==> config.mk <==
export PLATFORM = sky130hd
export DESIGN_NAME = binary_to_radix_ascii
export DESIGN_NICKNAME = d
export VERILOG_FILES = /design/src/hw/rtl/brac_pkg.sv /design/src/hw/rtl/brac_ram.sv /design/src/hw/rtl/brac_ctrl.sv /design/src/hw/rtl/brac_dp.sv /design/src/hw/rtl/binary_to_radix_ascii.sv
export SDC_FILE = /design/constraint.sdc
export NUM_CORES = 1
export LEC_CHECK = 0
export BUFFER_PORTS_ARGS = -buffer_cell sky130_fd_sc_hd__buf_4
export CORE_UTILIZATION = 54
export DETAILED_ROUTE_END_ITERATION = 6
export PLACE_DENSITY = 0.71
export SYNTH_ARGS = -nofsm -noshare
export SYNTH_HDL_FRONTEND = slang
export SYNTH_HIERARCHICAL = 1
export SYNTH_SLANG_ARGS = --single-unit
==> constraint.sdc <==
create_clock -name clk -period 16.55 [get_ports clk]
set_input_delay 0.8275 -clock clk [delete_from_list [all_inputs] [get_ports clk]]
set_output_delay 0.8275 -clock clk [all_outputs]
set_load 0.1 [all_outputs]
==> src/hw/rtl/brac_pkg.sv <==
// Package for the radix text converter: widths, ASCII codes, controller states
// and the command and status structs between controller and datapath.
// Depends on nothing; every other file of the block but brac_ram uses it.
package brac_pkg;

	// Width of the input value and size of the digit store.
	localparam int VALUE_WIDTH = 32;
	localparam int MAX_DIGITS  = 32;

	// Quotient bits resolved per divider cycle and divider chunks per digit.
	localparam int STEP_BITS = 8;
	localparam int CHUNKS    = VALUE_WIDTH / STEP_BITS;
	localparam int CHUNK_W   = (CHUNKS > 1) ? $clog2(CHUNKS) : 1;

	// Digit store addressing.
	localparam int IDX_W = $clog2(MAX_DIGITS);

	// Field widths.
	localparam int RADIX_W = 5;
	localparam int DIGIT_W = 4;
	localparam int CHAR_W  = 7;

	// Radix register reset value and the range the divider works in.
	localparam logic [RADIX_W-1:0] RADIX_RESET = 5'd10;
	localparam logic [RADIX_W-1:0] RADIX_MIN   = 5'd2;
	localparam logic [RADIX_W-1:0] RADIX_MAX   = 5'd16;
	localparam logic [RADIX_W-1:0] RADIX_DEC   = 5'd10;

	// ASCII codes.
	localparam logic [CHAR_W-1:0] CHAR_MINUS = 7'h2D;
	localparam logic [CHAR_W-1:0] CHAR_ZERO  = 7'h30;
	localparam logic [CHAR_W-1:0] CHAR_NINE  = 7'h39;
	localparam logic [CHAR_W-1:0] CHAR_A     = 7'h41;
	localparam logic [CHAR_W-1:0] CHAR_F     = 7'h46;
	localparam logic [DIGIT_W-1:0] DIGIT_TEN = 4'd10;

	// Controller states.
	typedef enum logic [2:0] {
		ST_IDLE,
		ST_DIV,
		ST_SIGN,
		ST_READ,
		ST_EMIT
	} brac_state_t;

	// Commands from the controller to the datapath.
	typedef struct packed {
		logic load;
		logic div_step;
		logic emit_sign;
		logic emit_digit;
	} brac_cmd_t;

	// Status from the datapath to the controller.
	typedef struct packed {
		logic digit_done;
		logic neg;
		logic out_free;
		logic ptr_zero;
	} brac_sts_t;

	// Maps a digit value to its ASCII character, 0-9 then A-F.
	function automatic logic [CHAR_W-1:0] digit_char(input logic [DIGIT_W-1:0] d);
		logic [CHAR_W-1:0] c;
		if (d < DIGIT_TEN) begin
			c = CHAR_ZERO + CHAR_W'(d);
		end else begin
			c = CHAR_A + CHAR_W'(d - DIGIT_TEN);
		end
		return c;
	endfunction

endpackage

==> src/hw/rtl/brac_ram.sv <==
// Generic single-port-write, single-port-read RAM with a registered read.
// No dependencies.
module brac_ram #(
	parameter int WIDTH = 4,
	parameter int DEPTH = 32
) (
	input  logic                     clk,
	input  logic                     wr_en,
	input  logic [$clog2(DEPTH)-1:0] wr_addr,
	input  logic [WIDTH-1:0]         wr_data,
	input  logic [$clog2(DEPTH)-1:0] rd_addr,
	output logic [WIDTH-1:0]         rd_data
);

	logic [WIDTH-1:0] mem_q [DEPTH];

	// Write port and registered read port.
	always_ff @(posedge clk) begin
		if (wr_en) begin
			mem_q[wr_addr] <= wr_data;
		end
		rd_data <= mem_q[rd_addr];
	end

endmodule

==> src/hw/rtl/brac_ctrl.sv <==
// Controller of the radix text converter: sequences accept, division,
// sign and digit output. Depends on brac_pkg.
module brac_ctrl (
	input  logic               clk,
	input  logic               arst_n,
	input  logic               in_valid,
	output logic               in_ready,
	input  brac_pkg::brac_sts_t sts,
	output brac_pkg::brac_cmd_t cmd
);

	brac_pkg::brac_state_t state_q, state_d;

	// State register.
	always_ff @(posedge clk or negedge arst_n) begin
		if (!arst_n) begin
			state_q <= brac_pkg::ST_IDLE;
		end else begin
			state_q <= state_d;
		end
	end

	// Next state and commands.
	always_comb begin
		state_d = state_q;
		cmd     = '0;
		in_ready = 1'b0;
		case (state_q)
			brac_pkg::ST_IDLE: begin
				in_ready = 1'b1;
				if (in_valid) begin
					cmd.load = 1'b1;
					state_d  = brac_pkg::ST_DIV;
				end
			end
			brac_pkg::ST_DIV: begin
				cmd.div_step = 1'b1;
				if (sts.digit_done) begin
					state_d = sts.neg ? brac_pkg::ST_SIGN : brac_pkg::ST_READ;
				end
			end
			brac_pkg::ST_SIGN: begin
				if (sts.out_free) begin
					cmd.emit_sign = 1'b1;
					state_d       = brac_pkg::ST_READ;
				end
			end
			brac_pkg::ST_READ: begin
				// The store address is presented here; data is valid next cycle.
				state_d = brac_pkg::ST_EMIT;
			end
			brac_pkg::ST_EMIT: begin
				if (sts.out_free) begin
					cmd.emit_digit = 1'b1;
					if (sts.ptr_zero) begin
						state_d = brac_pkg::ST_IDLE;
					end
				end
			end
			default: begin
				state_d = brac_pkg::ST_IDLE;
			end
		endcase
	end

endmodule

==> src/hw/rtl/brac_dp.sv <==
// Datapath of the radix text converter: radix register, digit divider,
// digit store and output register. Depends on brac_pkg and brac_ram.
module brac_dp (
	input  logic                                 clk,
	input  logic                                 arst_n,
	input  logic                                 radix_wr_en,
	input  logic [brac_pkg::RADIX_W-1:0]         radix_wr_data,
	input  logic signed [brac_pkg::VALUE_WIDTH-1:0] value,
	output logic                                 out_valid,
	input  logic                                 out_ready,
	output logic [brac_pkg::CHAR_W-1:0]          character,
	output logic                                 last_char,
	input  brac_pkg::brac_cmd_t                  cmd,
	output brac_pkg::brac_sts_t                  sts
);

	logic [brac_pkg::RADIX_W-1:0]     radix_q;
	logic [brac_pkg::RADIX_W-1:0]     base_eff;
	logic [brac_pkg::RADIX_W-1:0]     base_q;
	logic [brac_pkg::VALUE_WIDTH-1:0] residual_q;
	logic [brac_pkg::VALUE_WIDTH-1:0] residual_d;
	logic [brac_pkg::VALUE_WIDTH-1:0] magnitude;
	logic [brac_pkg::DIGIT_W-1:0]     rem_q;
	logic [brac_pkg::DIGIT_W-1:0]     rem_d;
	logic [brac_pkg::STEP_BITS-1:0]   qbits;
	logic [brac_pkg::RADIX_W-1:0]     trial;
	logic [brac_pkg::CHUNK_W-1:0]     chunk_q;
	logic                             chunk_last;
	logic [brac_pkg::IDX_W-1:0]       count_q;
	logic [brac_pkg::IDX_W-1:0]       ptr_q;
	logic [brac_pkg::IDX_W-1:0]       rd_addr;
	logic [brac_pkg::DIGIT_W-1:0]     rd_digit;
	logic                             neg_q;
	logic                             neg_d;
	logic                             digit_wr;
	logic                             out_valid_q;
	logic [brac_pkg::CHAR_W-1:0]      char_q;
	logic                             last_q;

	// Radix register; the user must write it only while the block is idle, the block does not enforce it.
	always_ff @(posedge clk or negedge arst_n) begin
		if (!arst_n) begin
			radix_q <= brac_pkg::RADIX_RESET;
		end else if (radix_wr_en) begin
			radix_q <= radix_wr_data;
		end
	end

	// Saturate the radix into the supported range of 2 to 16.
	always_comb begin
		if (radix_q < brac_pkg::RADIX_MIN) begin
			base_eff = brac_pkg::RADIX_MIN;
		end else if (radix_q > brac_pkg::RADIX_MAX) begin
			base_eff = brac_pkg::RADIX_MAX;
		end else begin
			base_eff = radix_q;
		end
	end

	// A negative value in base ten is printed as a sign and its magnitude.
	assign neg_d     = value[brac_pkg::VALUE_WIDTH-1] && (base_eff == brac_pkg::RADIX_DEC);
	assign magnitude = neg_d ? (brac_pkg::VALUE_WIDTH'(0) - brac_pkg::VALUE_WIDTH'(value))
	                         : brac_pkg::VALUE_WIDTH'(value);

	// Long division by the base: one chunk of quotient bits per cycle.
	always_comb begin
		rem_d = rem_q;
		qbits = '0;
		trial = '0;
		for (int i = 0; i < brac_pkg::STEP_BITS; i++) begin
			trial = {rem_d, residual_q[brac_pkg::VALUE_WIDTH-1-i]};
			if (trial >= base_q) begin
				qbits[brac_pkg::STEP_BITS-1-i] = 1'b1;
				trial = trial - base_q;
			end
			rem_d = trial[brac_pkg::DIGIT_W-1:0];
		end
		residual_d = {residual_q[brac_pkg::VALUE_WIDTH-brac_pkg::STEP_BITS-1:0], qbits};
	end

	assign chunk_last = (chunk_q == brac_pkg::CHUNK_W'(brac_pkg::CHUNKS - 1));
	assign digit_wr   = cmd.div_step && chunk_last;

	// Division control registers, digit count and read pointer.
	always_ff @(posedge clk or negedge arst_n) begin
		if (!arst_n) begin
			residual_q <= '0;
			rem_q      <= '0;
			chunk_q    <= '0;
			count_q    <= '0;
			ptr_q      <= '0;
			neg_q      <= 1'b0;
			base_q     <= brac_pkg::RADIX_RESET;
		end else begin
			if (cmd.load) begin
				residual_q <= magnitude;
				rem_q      <= '0;
				chunk_q    <= '0;
				count_q    <= '0;
				neg_q      <= neg_d;
				base_q     <= base_eff;
			end else if (cmd.div_step) begin
				residual_q <= residual_d;
				if (chunk_last) begin
					// Digit finished: store it and restart the remainder.
					rem_q   <= '0;
					chunk_q <= '0;
					count_q <= count_q + brac_pkg::IDX_W'(1);
					ptr_q   <= count_q;
				end else begin
					rem_q   <= rem_d;
					chunk_q <= chunk_q + brac_pkg::CHUNK_W'(1);
				end
			end else if (cmd.emit_digit) begin
				ptr_q <= ptr_q - brac_pkg::IDX_W'(1);
			end
		end
	end

	// Digits are read back most significant first; the address runs ahead on output.
	assign rd_addr = cmd.emit_digit ? (ptr_q - brac_pkg::IDX_W'(1)) : ptr_q;

	brac_ram #(
		.WIDTH(brac_pkg::DIGIT_W),
		.DEPTH(brac_pkg::MAX_DIGITS)
	) u_digit_store (
		.clk    (clk),
		.wr_en  (digit_wr),
		.wr_addr(count_q),
		.wr_data(rem_d),
		.rd_addr(rd_addr),
		.rd_data(rd_digit)
	);

	// Output register valid flag.
	always_ff @(posedge clk or negedge arst_n) begin
		if (!arst_n) begin
			out_valid_q <= 1'b0;
		end else if (cmd.emit_sign || cmd.emit_digit) begin
			out_valid_q <= 1'b1;
		end else if (out_ready) begin
			out_valid_q <= 1'b0;
		end
	end

	// Output register payload.
	always_ff @(posedge clk) begin
		if (cmd.emit_sign) begin
			char_q <= brac_pkg::CHAR_MINUS;
			last_q <= 1'b0;
		end else if (cmd.emit_digit) begin
			char_q <= brac_pkg::digit_char(rd_digit);
			last_q <= (ptr_q == '0);
		end
	end

	assign out_valid = out_valid_q;
	assign character = char_q;
	assign last_char = last_q;

	// Status back to the controller.
	assign sts.digit_done = digit_wr &&
	                        ((residual_d == '0) ||
	                         (count_q == brac_pkg::IDX_W'(brac_pkg::MAX_DIGITS - 1)));
	assign sts.neg        = neg_q;
	assign sts.out_free   = !out_valid_q || out_ready;
	assign sts.ptr_zero   = (ptr_q == '0);

endmodule

==> src/hw/rtl/binary_to_radix_ascii.sv <==
// Top level of the radix text converter: controller plus datapath.
// Depends on brac_pkg, brac_ctrl, brac_dp and brac_ram.
//
// Usage: an input beat carries a 32-bit signed value on in_valid/in_ready.
// The block returns its text as one output beat per ASCII character on
// out_valid/out_ready, most significant digit first, with last_char set on
// the final character. The base comes from the radix register, written with
// radix_wr_en/radix_wr_data while the block is idle; values below 2 act as
// base 2 and values above 16 as base 16. In base 10 a negative value is
// preceded by '-'; other bases read the value as unsigned.
// Timing: the divider resolves 8 quotient bits per cycle and writes each digit to
// the digit store. The store is then read back, and characters leave at one per
// cycle while the receiver is ready, with a sign character first if there is one.
// One item is converted at a time; the next beat is taken once the last
// character sits in the output register, even while it still waits.
// Reset clears the control state and sets the radix to 10. A stalled receiver
// holds the current character and pauses the readout without losing data.
module binary_to_radix_ascii (
	input  logic                                    clk,
	input  logic                                    arst_n,
	input  logic                                    radix_wr_en,
	input  logic [brac_pkg::RADIX_W-1:0]            radix_wr_data,
	input  logic                                    in_valid,
	output logic                                    in_ready,
	input  logic signed [brac_pkg::VALUE_WIDTH-1:0] value,
	output logic                                    out_valid,
	input  logic                                    out_ready,
	output logic [brac_pkg::CHAR_W-1:0]             character,
	output logic                                    last_char
);

	brac_pkg::brac_cmd_t cmd;
	brac_pkg::brac_sts_t sts;

	// Sequencer.
	brac_ctrl u_ctrl (
		.clk     (clk),
		.arst_n  (arst_n),
		.in_valid(in_valid),
		.in_ready(in_ready),
		.sts     (sts),
		.cmd     (cmd)
	);

	// Divider, digit store and output register.
	brac_dp u_dp (
		.clk          (clk),
		.arst_n       (arst_n),
		.radix_wr_en  (radix_wr_en),
		.radix_wr_data(radix_wr_data),
		.value        (value),
		.out_valid    (out_valid),
		.out_ready    (out_ready),
		.character    (character),
		.last_char    (last_char),
		.cmd          (cmd),
		.sts          (sts)
	);

endmodule

Yosys cells after proc, flatten, opt, wreduce, memory -nomap -nowiden
Memory sizes are Yosys's and may differ from the RTL's. A register that Yosys moved wholly into a read port is not among the register bits.
Index checks and enable logic that the tools add are counted.
{"block": "word_totals", "register_bits": 71, "mem_bits_rw": 128, "output_inout_bits": 10, "n_memories": 1}
{"name": "u_dp.u_digit_store.mem_q", "depth": 32, "word_bits": 4, "rd": 1, "rd_ports_with_merged_regs": 1, "write_ports": 1, "line_no": "brac_ram.sv:15", "source": "logic [WIDTH-1:0] mem_q [DEPTH];"}
{"block": "op_classes", "add_sub_neg": 15, "magnitude_cmp": 11, "n_eq_ne": 13, "n_mux": 52, "bitwise_logic": 1, "reduce_logical": 16}
{"cell": "$mux 32", "count": 3}
{"cell": "$mux 4", "count": 11}
{"cell": "$ge 5x5->1", "count": 8}
{"cell": "$mux 5", "count": 8}
{"cell": "$logic_not 32->1", "count": 1}
{"cell": "$sub 1x32->32 const A", "count": 1}
{"cell": "$sub 4x4->4", "count": 8}
{"cell": "$mux 1", "count": 20}
{"cell": "$mux 3", "count": 5}
{"cell": "$pmux 3 s5", "count": 1}
{"cell": "$ne 2x2->1 const B", "count": 6}
{"cell": "$add 6x4->7 const A", "count": 1}
{"cell": "$add 7x7->7 const A", "count": 1}
{"cell": "$mux 7", "count": 1}
{"cell": "$eq 3x2->1 const B", "count": 2}
{"cell": "$mux 2", "count": 3}
{"cell": "$reduce_bool 2->1", "count": 3}
{"cell": "$add 5x1->5 const B", "count": 1}
{"cell": "$eq 5x4->1 const B", "count": 1}
{"cell": "$eq 5x5->1 const B", "count": 1}
{"cell": "$gt 5x5->1 const B", "count": 1}
{"cell": "$logic_not 5->1", "count": 1}
{"cell": "$lt 5x2->1 const B", "count": 1}
{"cell": "$reduce_and 5->1", "count": 1}
{"cell": "other kinds (13)", "count": 18}

Longest topological paths before layout
{"block": "logic_depth", "ltp_word": 21, "depth_mapped": 54, "ltp_nobuf": 50}

Hierarchy
The synthesis kept the hierarchy.
{"mod": "brac_dp", "n_inst": 1, "cells_per_inst": 647, "area_each_um2": 5686.7, "seq_area_each_um2": 1666.6}
{"mod": "brac_ram", "n_inst": 1, "cells_per_inst": 231, "area_each_um2": 5138.7, "seq_area_each_um2": 3923.8}
{"mod": "brac_ctrl", "n_inst": 1, "cells_per_inst": 20, "area_each_um2": 190.2, "seq_area_each_um2": 75.1}

Worst setup path before layout
Ideal clock, no wire load.
{"block": "synth_timing", "kind": "register to register", "startpoint": "register u_dp/base_q[1] in the netlist's numbering", "endpoint": "memory u_dp.u_digit_store.mem_q[0][2], data pin", "arrival_time_ns": 11.020, "required_time_ns": 16.155, "path_slack_ns": 5.135, "stages_incl_launch_ff": 46, "cell_sequence": "dfstp_2 -> inv_1 -> ha_1 -> a31oi_1 -> o21ai_1 -> mux2_2 -> ha_1 -> a21o_1 -> a31oi_1 -> o21ai_1 -> mux2_2 -> ha_1 -> nand2_1 -> o21ai_0 -> clkbuf_1 -> mux2_2 -> ha_1 -> nand2_1 -> [10 not listed] -> ha_1 -> a21oi_1 -> o21ai_0 -> a21o_1 -> clkbuf_1 -> a211o_1 -> o221ai_1 -> ha_1 -> a21o_1 -> a31oi_1 -> nor2_1 -> a211oi_1 -> ha_1 -> nand2_1 -> o31ai_1 -> clkbuf_1 -> a21o_1 -> a2bb2oi_1"}
{"block": "synth_via", "elab_chain_len": 16, "elab_cells_between_ends": 24, "classes_between": "add/sub: 8; order compare: 8; mux: 8"}
{"item": "from (decl)", "line_no": "brac_dp.sv:19", "source": "logic [brac_pkg::RADIX_W-1:0] base_q;"}
{"item": "from (signal assigned)", "line_no": "brac_dp.sv:93", "source": "base_q <= brac_pkg::RADIX_RESET;"}
{"item": "from (signal assigned)", "line_no": "brac_dp.sv:101", "source": "base_q <= base_eff;"}
{"item": "$sub 4x4->4 or $ge 5x5->1 (tied branches)", "line_no": "brac_dp.sv:74, brac_dp.sv:72"}
{"item": "$mux 4", "line_no": "brac_dp.sv:72", "source": "if (trial >= base_q) begin"}
{"item": "$sub 4x4->4 or $ge 5x5->1 (tied branches)", "line_no": "brac_dp.sv:74, brac_dp.sv:72"}
{"item": "$mux 4", "line_no": "brac_dp.sv:72"}
{"item": "$sub 4x4->4 or $ge 5x5->1 (tied branches)", "line_no": "brac_dp.sv:74, brac_dp.sv:72"}
{"item": "$mux 4", "line_no": "brac_dp.sv:72"}
{"item": "$ge 5x5->1 or $sub 4x4->4 (tied branches)", "line_no": "brac_dp.sv:72, brac_dp.sv:74"}
{"item": "$mux 4", "line_no": "brac_dp.sv:72"}
{"item": "$sub 4x4->4 or $ge 5x5->1 (tied branches)", "line_no": "brac_dp.sv:74, brac_dp.sv:72"}
{"item": "$mux 4", "line_no": "brac_dp.sv:72"}
{"item": "$sub 4x4->4 or $ge 5x5->1 (tied branches)", "line_no": "brac_dp.sv:74, brac_dp.sv:72"}
{"item": "$mux 4", "line_no": "brac_dp.sv:72"}
{"item": "$ge 5x5->1 or $sub 4x4->4 (tied branches)", "line_no": "brac_dp.sv:72, brac_dp.sv:74"}
{"item": "$mux 4", "line_no": "brac_dp.sv:72"}
{"item": "$sub 4x4->4 or $ge 5x5->1 (tied branches)", "line_no": "brac_dp.sv:74, brac_dp.sv:72"}
{"item": "$mux 4 (*)", "line_no": "brac_dp.sv:72"}
{"item": "named net u_dp.trial, one bit", "line_no": "brac_dp.sv:26", "source": "logic [brac_pkg::RADIX_W-1:0] trial;"}
{"item": "to (decl)", "line_no": "brac_ram.sv:15"}
Mark *: on every way through the listed nets, which the timed path passes. The rest lies on a longest branch.

Worst setup path in the final report
{"block": "layout_timing", "startpoint": "register u_dp/base_q[1] in the netlist's numbering", "endpoint": "memory u_dp.u_digit_store.mem_q[29][1], data pin"}
The elaborated chain is that of the path after synthesis.

==> results.sh <==
export IMPL_cts_root_buffer="clkbuf_16"
export IMPL_drive_gt1_share_pct=18.6
export IMPL_synth_edf_count=128
export IMPL_fmax_mhz=81.1
export IMPL_place_gp_congestion=0.867
export IMPL_grt_pass1_vias=7026
export IMPL_nNetsFinal=1043
export IMPL_start_util_pct=55.9
export IMPL_grt_setup_unrepaired="no"
export IMPL_maxSlewHeadroom_pct=13.4
export IMPL_die_x_um=145
export IMPL_path_common_cell="ha_1"
export IMPL_grt_use_total_pct=23.2
export IMPL_wl_met2_um=12000
export IMPL_yosysTopAreaCellShare_pct=34.9
export IMPL_critPathSlowestCell="dfstp_2"
export IMPL_numPortBuffers=51
export IMPL_placementRows=51
export IMPL_htree_levels=1
export IMPL_clkLatencyLatePin_ps=510
export IMPL_seq_area_frac_synth_pct=51.4
export IMPL_setup_tns_ps=0
export IMPL_cts_reportedPaths_clkPinSlew_ps=60
export IMPL_cts_sinks=203
export IMPL_wl_um=23400
export IMPL_clockBufferDepth=3
export IMPL_hold_viol_final=0
export IMPL_drcViolationCount=0
export IMPL_synth_cell_types=64
export IMPL_arrival_ps=12310
export IMPL_ctsResizeCount=0
export IMPL_end_kind="flip-flop"
export IMPL_async_flop_share_pct=31.0
export IMPL_synth_nets=998
export IMPL_worst_path_dominant_cell_family="compound AO/OA/AOI/OAI gates"
export IMPL_synth_cells=898
export IMPL_drv_cap=0
export IMPL_finalCritPeriodShare_pct=74.5
export IMPL_worstPathRequired_ps=16540
export IMPL_drv_slew=0
export IMPL_crit_start="u_dp/base_q[1]"
export IMPL_cp_start_kind="flip-flop"
export IMPL_wl_met3_um=1090
export IMPL_synth_top_cells_by_count="edfxtp_1 (128), nor2_1 (79), nand2_1 (64), dfrtp_1 (59)"
export IMPL_antenna_found_initial=0
export IMPL_syn_to_final_growth_pct=12.4
export IMPL_die_y_um=145
export IMPL_antenna_left=0
export IMPL_hold_class="primary input to async pin"
export IMPL_antenna_cells=0
export IMPL_finalClockSkew_ps=13.5
export IMPL_max_slew_worst_pin_slew_ps=1300
export IMPL_cts_tree="built"
export IMPL_ys_seq_elements=203
export IMPL_synthFlopType="edfxtp_1"
export IMPL_worst_r2r_startpoint="u_dp/base_q[1]"
export IMPL_drtPass1Iterations=5
export IMPL_dieArea_mm2=0.0210
export IMPL_period_minus_slack_ps=12330
export IMPL_wl_per_cell_um=19.1
export IMPL_path_max_fanout=32
export IMPL_grt_first_pass_wirelength_um=36800
export IMPL_cts_setup_buffers=0
export IMPL_core_mm2=0.0197
export IMPL_drt_iter0_markers=546
export IMPL_cts_made_buffers=23
export IMPL_syn_area_per_cell_um2=12.3
export IMPL_synth_most_common_cell="edfxtp_1"
export IMPL_hold_buffers=0
export IMPL_max_stage_delay_ps=650
export IMPL_synthTopCellsByArea="edfxtp_1 (35%), dfrtp_1 (13%), mux4_2 (8.2%), ha_1 (5.7%), xnor2_1 (3.6%)"
export IMPL_synthesis_area_mm2=0.0110
export IMPL_yosysTopAreaCell="edfxtp_1"
export IMPL_worstSetupPathType="flip-flop to flip-flop"
export IMPL_grt_ovfl_total=0
export IMPL_grt_max_degree=88
export IMPL_yosys_warnings=6
export IMPL_setup_viol=0
export IMPL_top_layer="met4"
export IMPL_vias_per_cell=5.88
export IMPL_status="finished, final reports clean"
export IMPL_io_pins=52
export IMPL_vias=7205
export IMPL_path_buf_inv=7
export IMPL_dp_hpwl_um=15900
export IMPL_wl_met1_um=9570
final cells by class:
| type | count | area [µm²] |
|---|---|---|
| sequential | 203 | 5670 |
| tap | 265 | 332 |
| timing repair buffer | 61 | 458 |
| inverter | 38 | 143 |
| clock inverter | 9 | 81.3 |
| clock buffer | 33 | 654 |
| multi-input combinational | 616 | 5050 |
| fill | 1536 | 7340 |
flip-flops by register name, summed over array words and instances, names as in the netlist, 2 cells and up:
name	count
u_dp/count_q	5
u_dp/base_q	5
u_ctrl/state_q	3
u_dp/u_digit_store/mem_q	128
u_dp/rem_q	4
u_dp/chunk_q	2
u_dp/residual_q	32
u_dp/radix_q	5
u_dp/character	7
u_dp/u_digit_store/rd_data	4
u_dp/ptr_q	5
worst paths after layout:
kind,end,slack [ps],cells after the start
max in group asynchronous,u_dp/neg_q,15590,1
worst min register to register,u_dp/character[6],470,2
worst max-delay path,u_dp/u_digit_store/mem_q[29][1],4220,48
min in group clk,u_dp/character[6],470,2
worst max register to register,u_dp/u_digit_store/mem_q[29][1],4220,48
worst min-delay path,u_dp/residual_q[22],410,1
layout by cell type (no fill, tap or decap), drive strengths merged, types with 15 or more instances in the layout:
| cell type | n |
|---|---|
| mux2i | 37 |
| nor2 | 79 |
| o21ai | 50 |
| dfrtp | 59 |
| a211oi | 15 |
| xnor2 | 45 |
| a21oi | 50 |
| clkbuf | 33 |
| ha | 50 |
| buf | 61 |
| inv | 40 |
| mux2 | 17 |
| nand2 | 64 |
| mux4 | 40 |
| edfxtp | 128 |
| a21o | 19 |
worst reg2reg max path, delay by kind of cell, from the launching register on:
kind / cells / cell delay, ps
AOI/OAI and AO/OA: 22 / 4750
adders and majority gates: 8 / 2550
and+or+nand+nor: 7 / 1190
muxes: 4 / 1360
buffers and inverters: 7 / 1280
DFF: 1 / 650
kinds of logic (layout without fill, tap and decap cells):
family | Yosys count | count (layout) | synth area share, %
AND/OR/NAND/NOR | 232 | 232 | 10.6
multiplexers | 94 | 94 | 13.3
AO/OA/AOI/OAI | 175 | 175 | 9.93
buffers and inverters | 79 | 141 | 3.10
XOR/XNOR | 57 | 57 | 4.53
flip-flops | 203 | 203 | 51.4
adder cells (fa/ha/maj) | 58 | 58 | 7.13
layer usage:
layer  vias to the layer above  global-route usage (%)
li1                       3438                       -
met1                      3490                    28.8
met2                       226                    41.1
met3                        51                    3.09
met4                         0                    8.48
met5                         -                       0
through the flow:
stage	std cells	cell area, µm²	utilization (%)	hold WS (ps)	setup slack [ps]
global placement	1183	11600	59.1	451	4700
CTS	1225	12400	62.8	444	4270
global route	1225	12400	62.8	488	3160
detailed placement	1183	11600	59.1	462	4280
floorplan	898	11000	-	473	5130
finish	1225	12400	62.8	415	4220
Power is not shown: default switching activity piles up to over one toggle a cycle in this logic, so the estimate is an artifact.
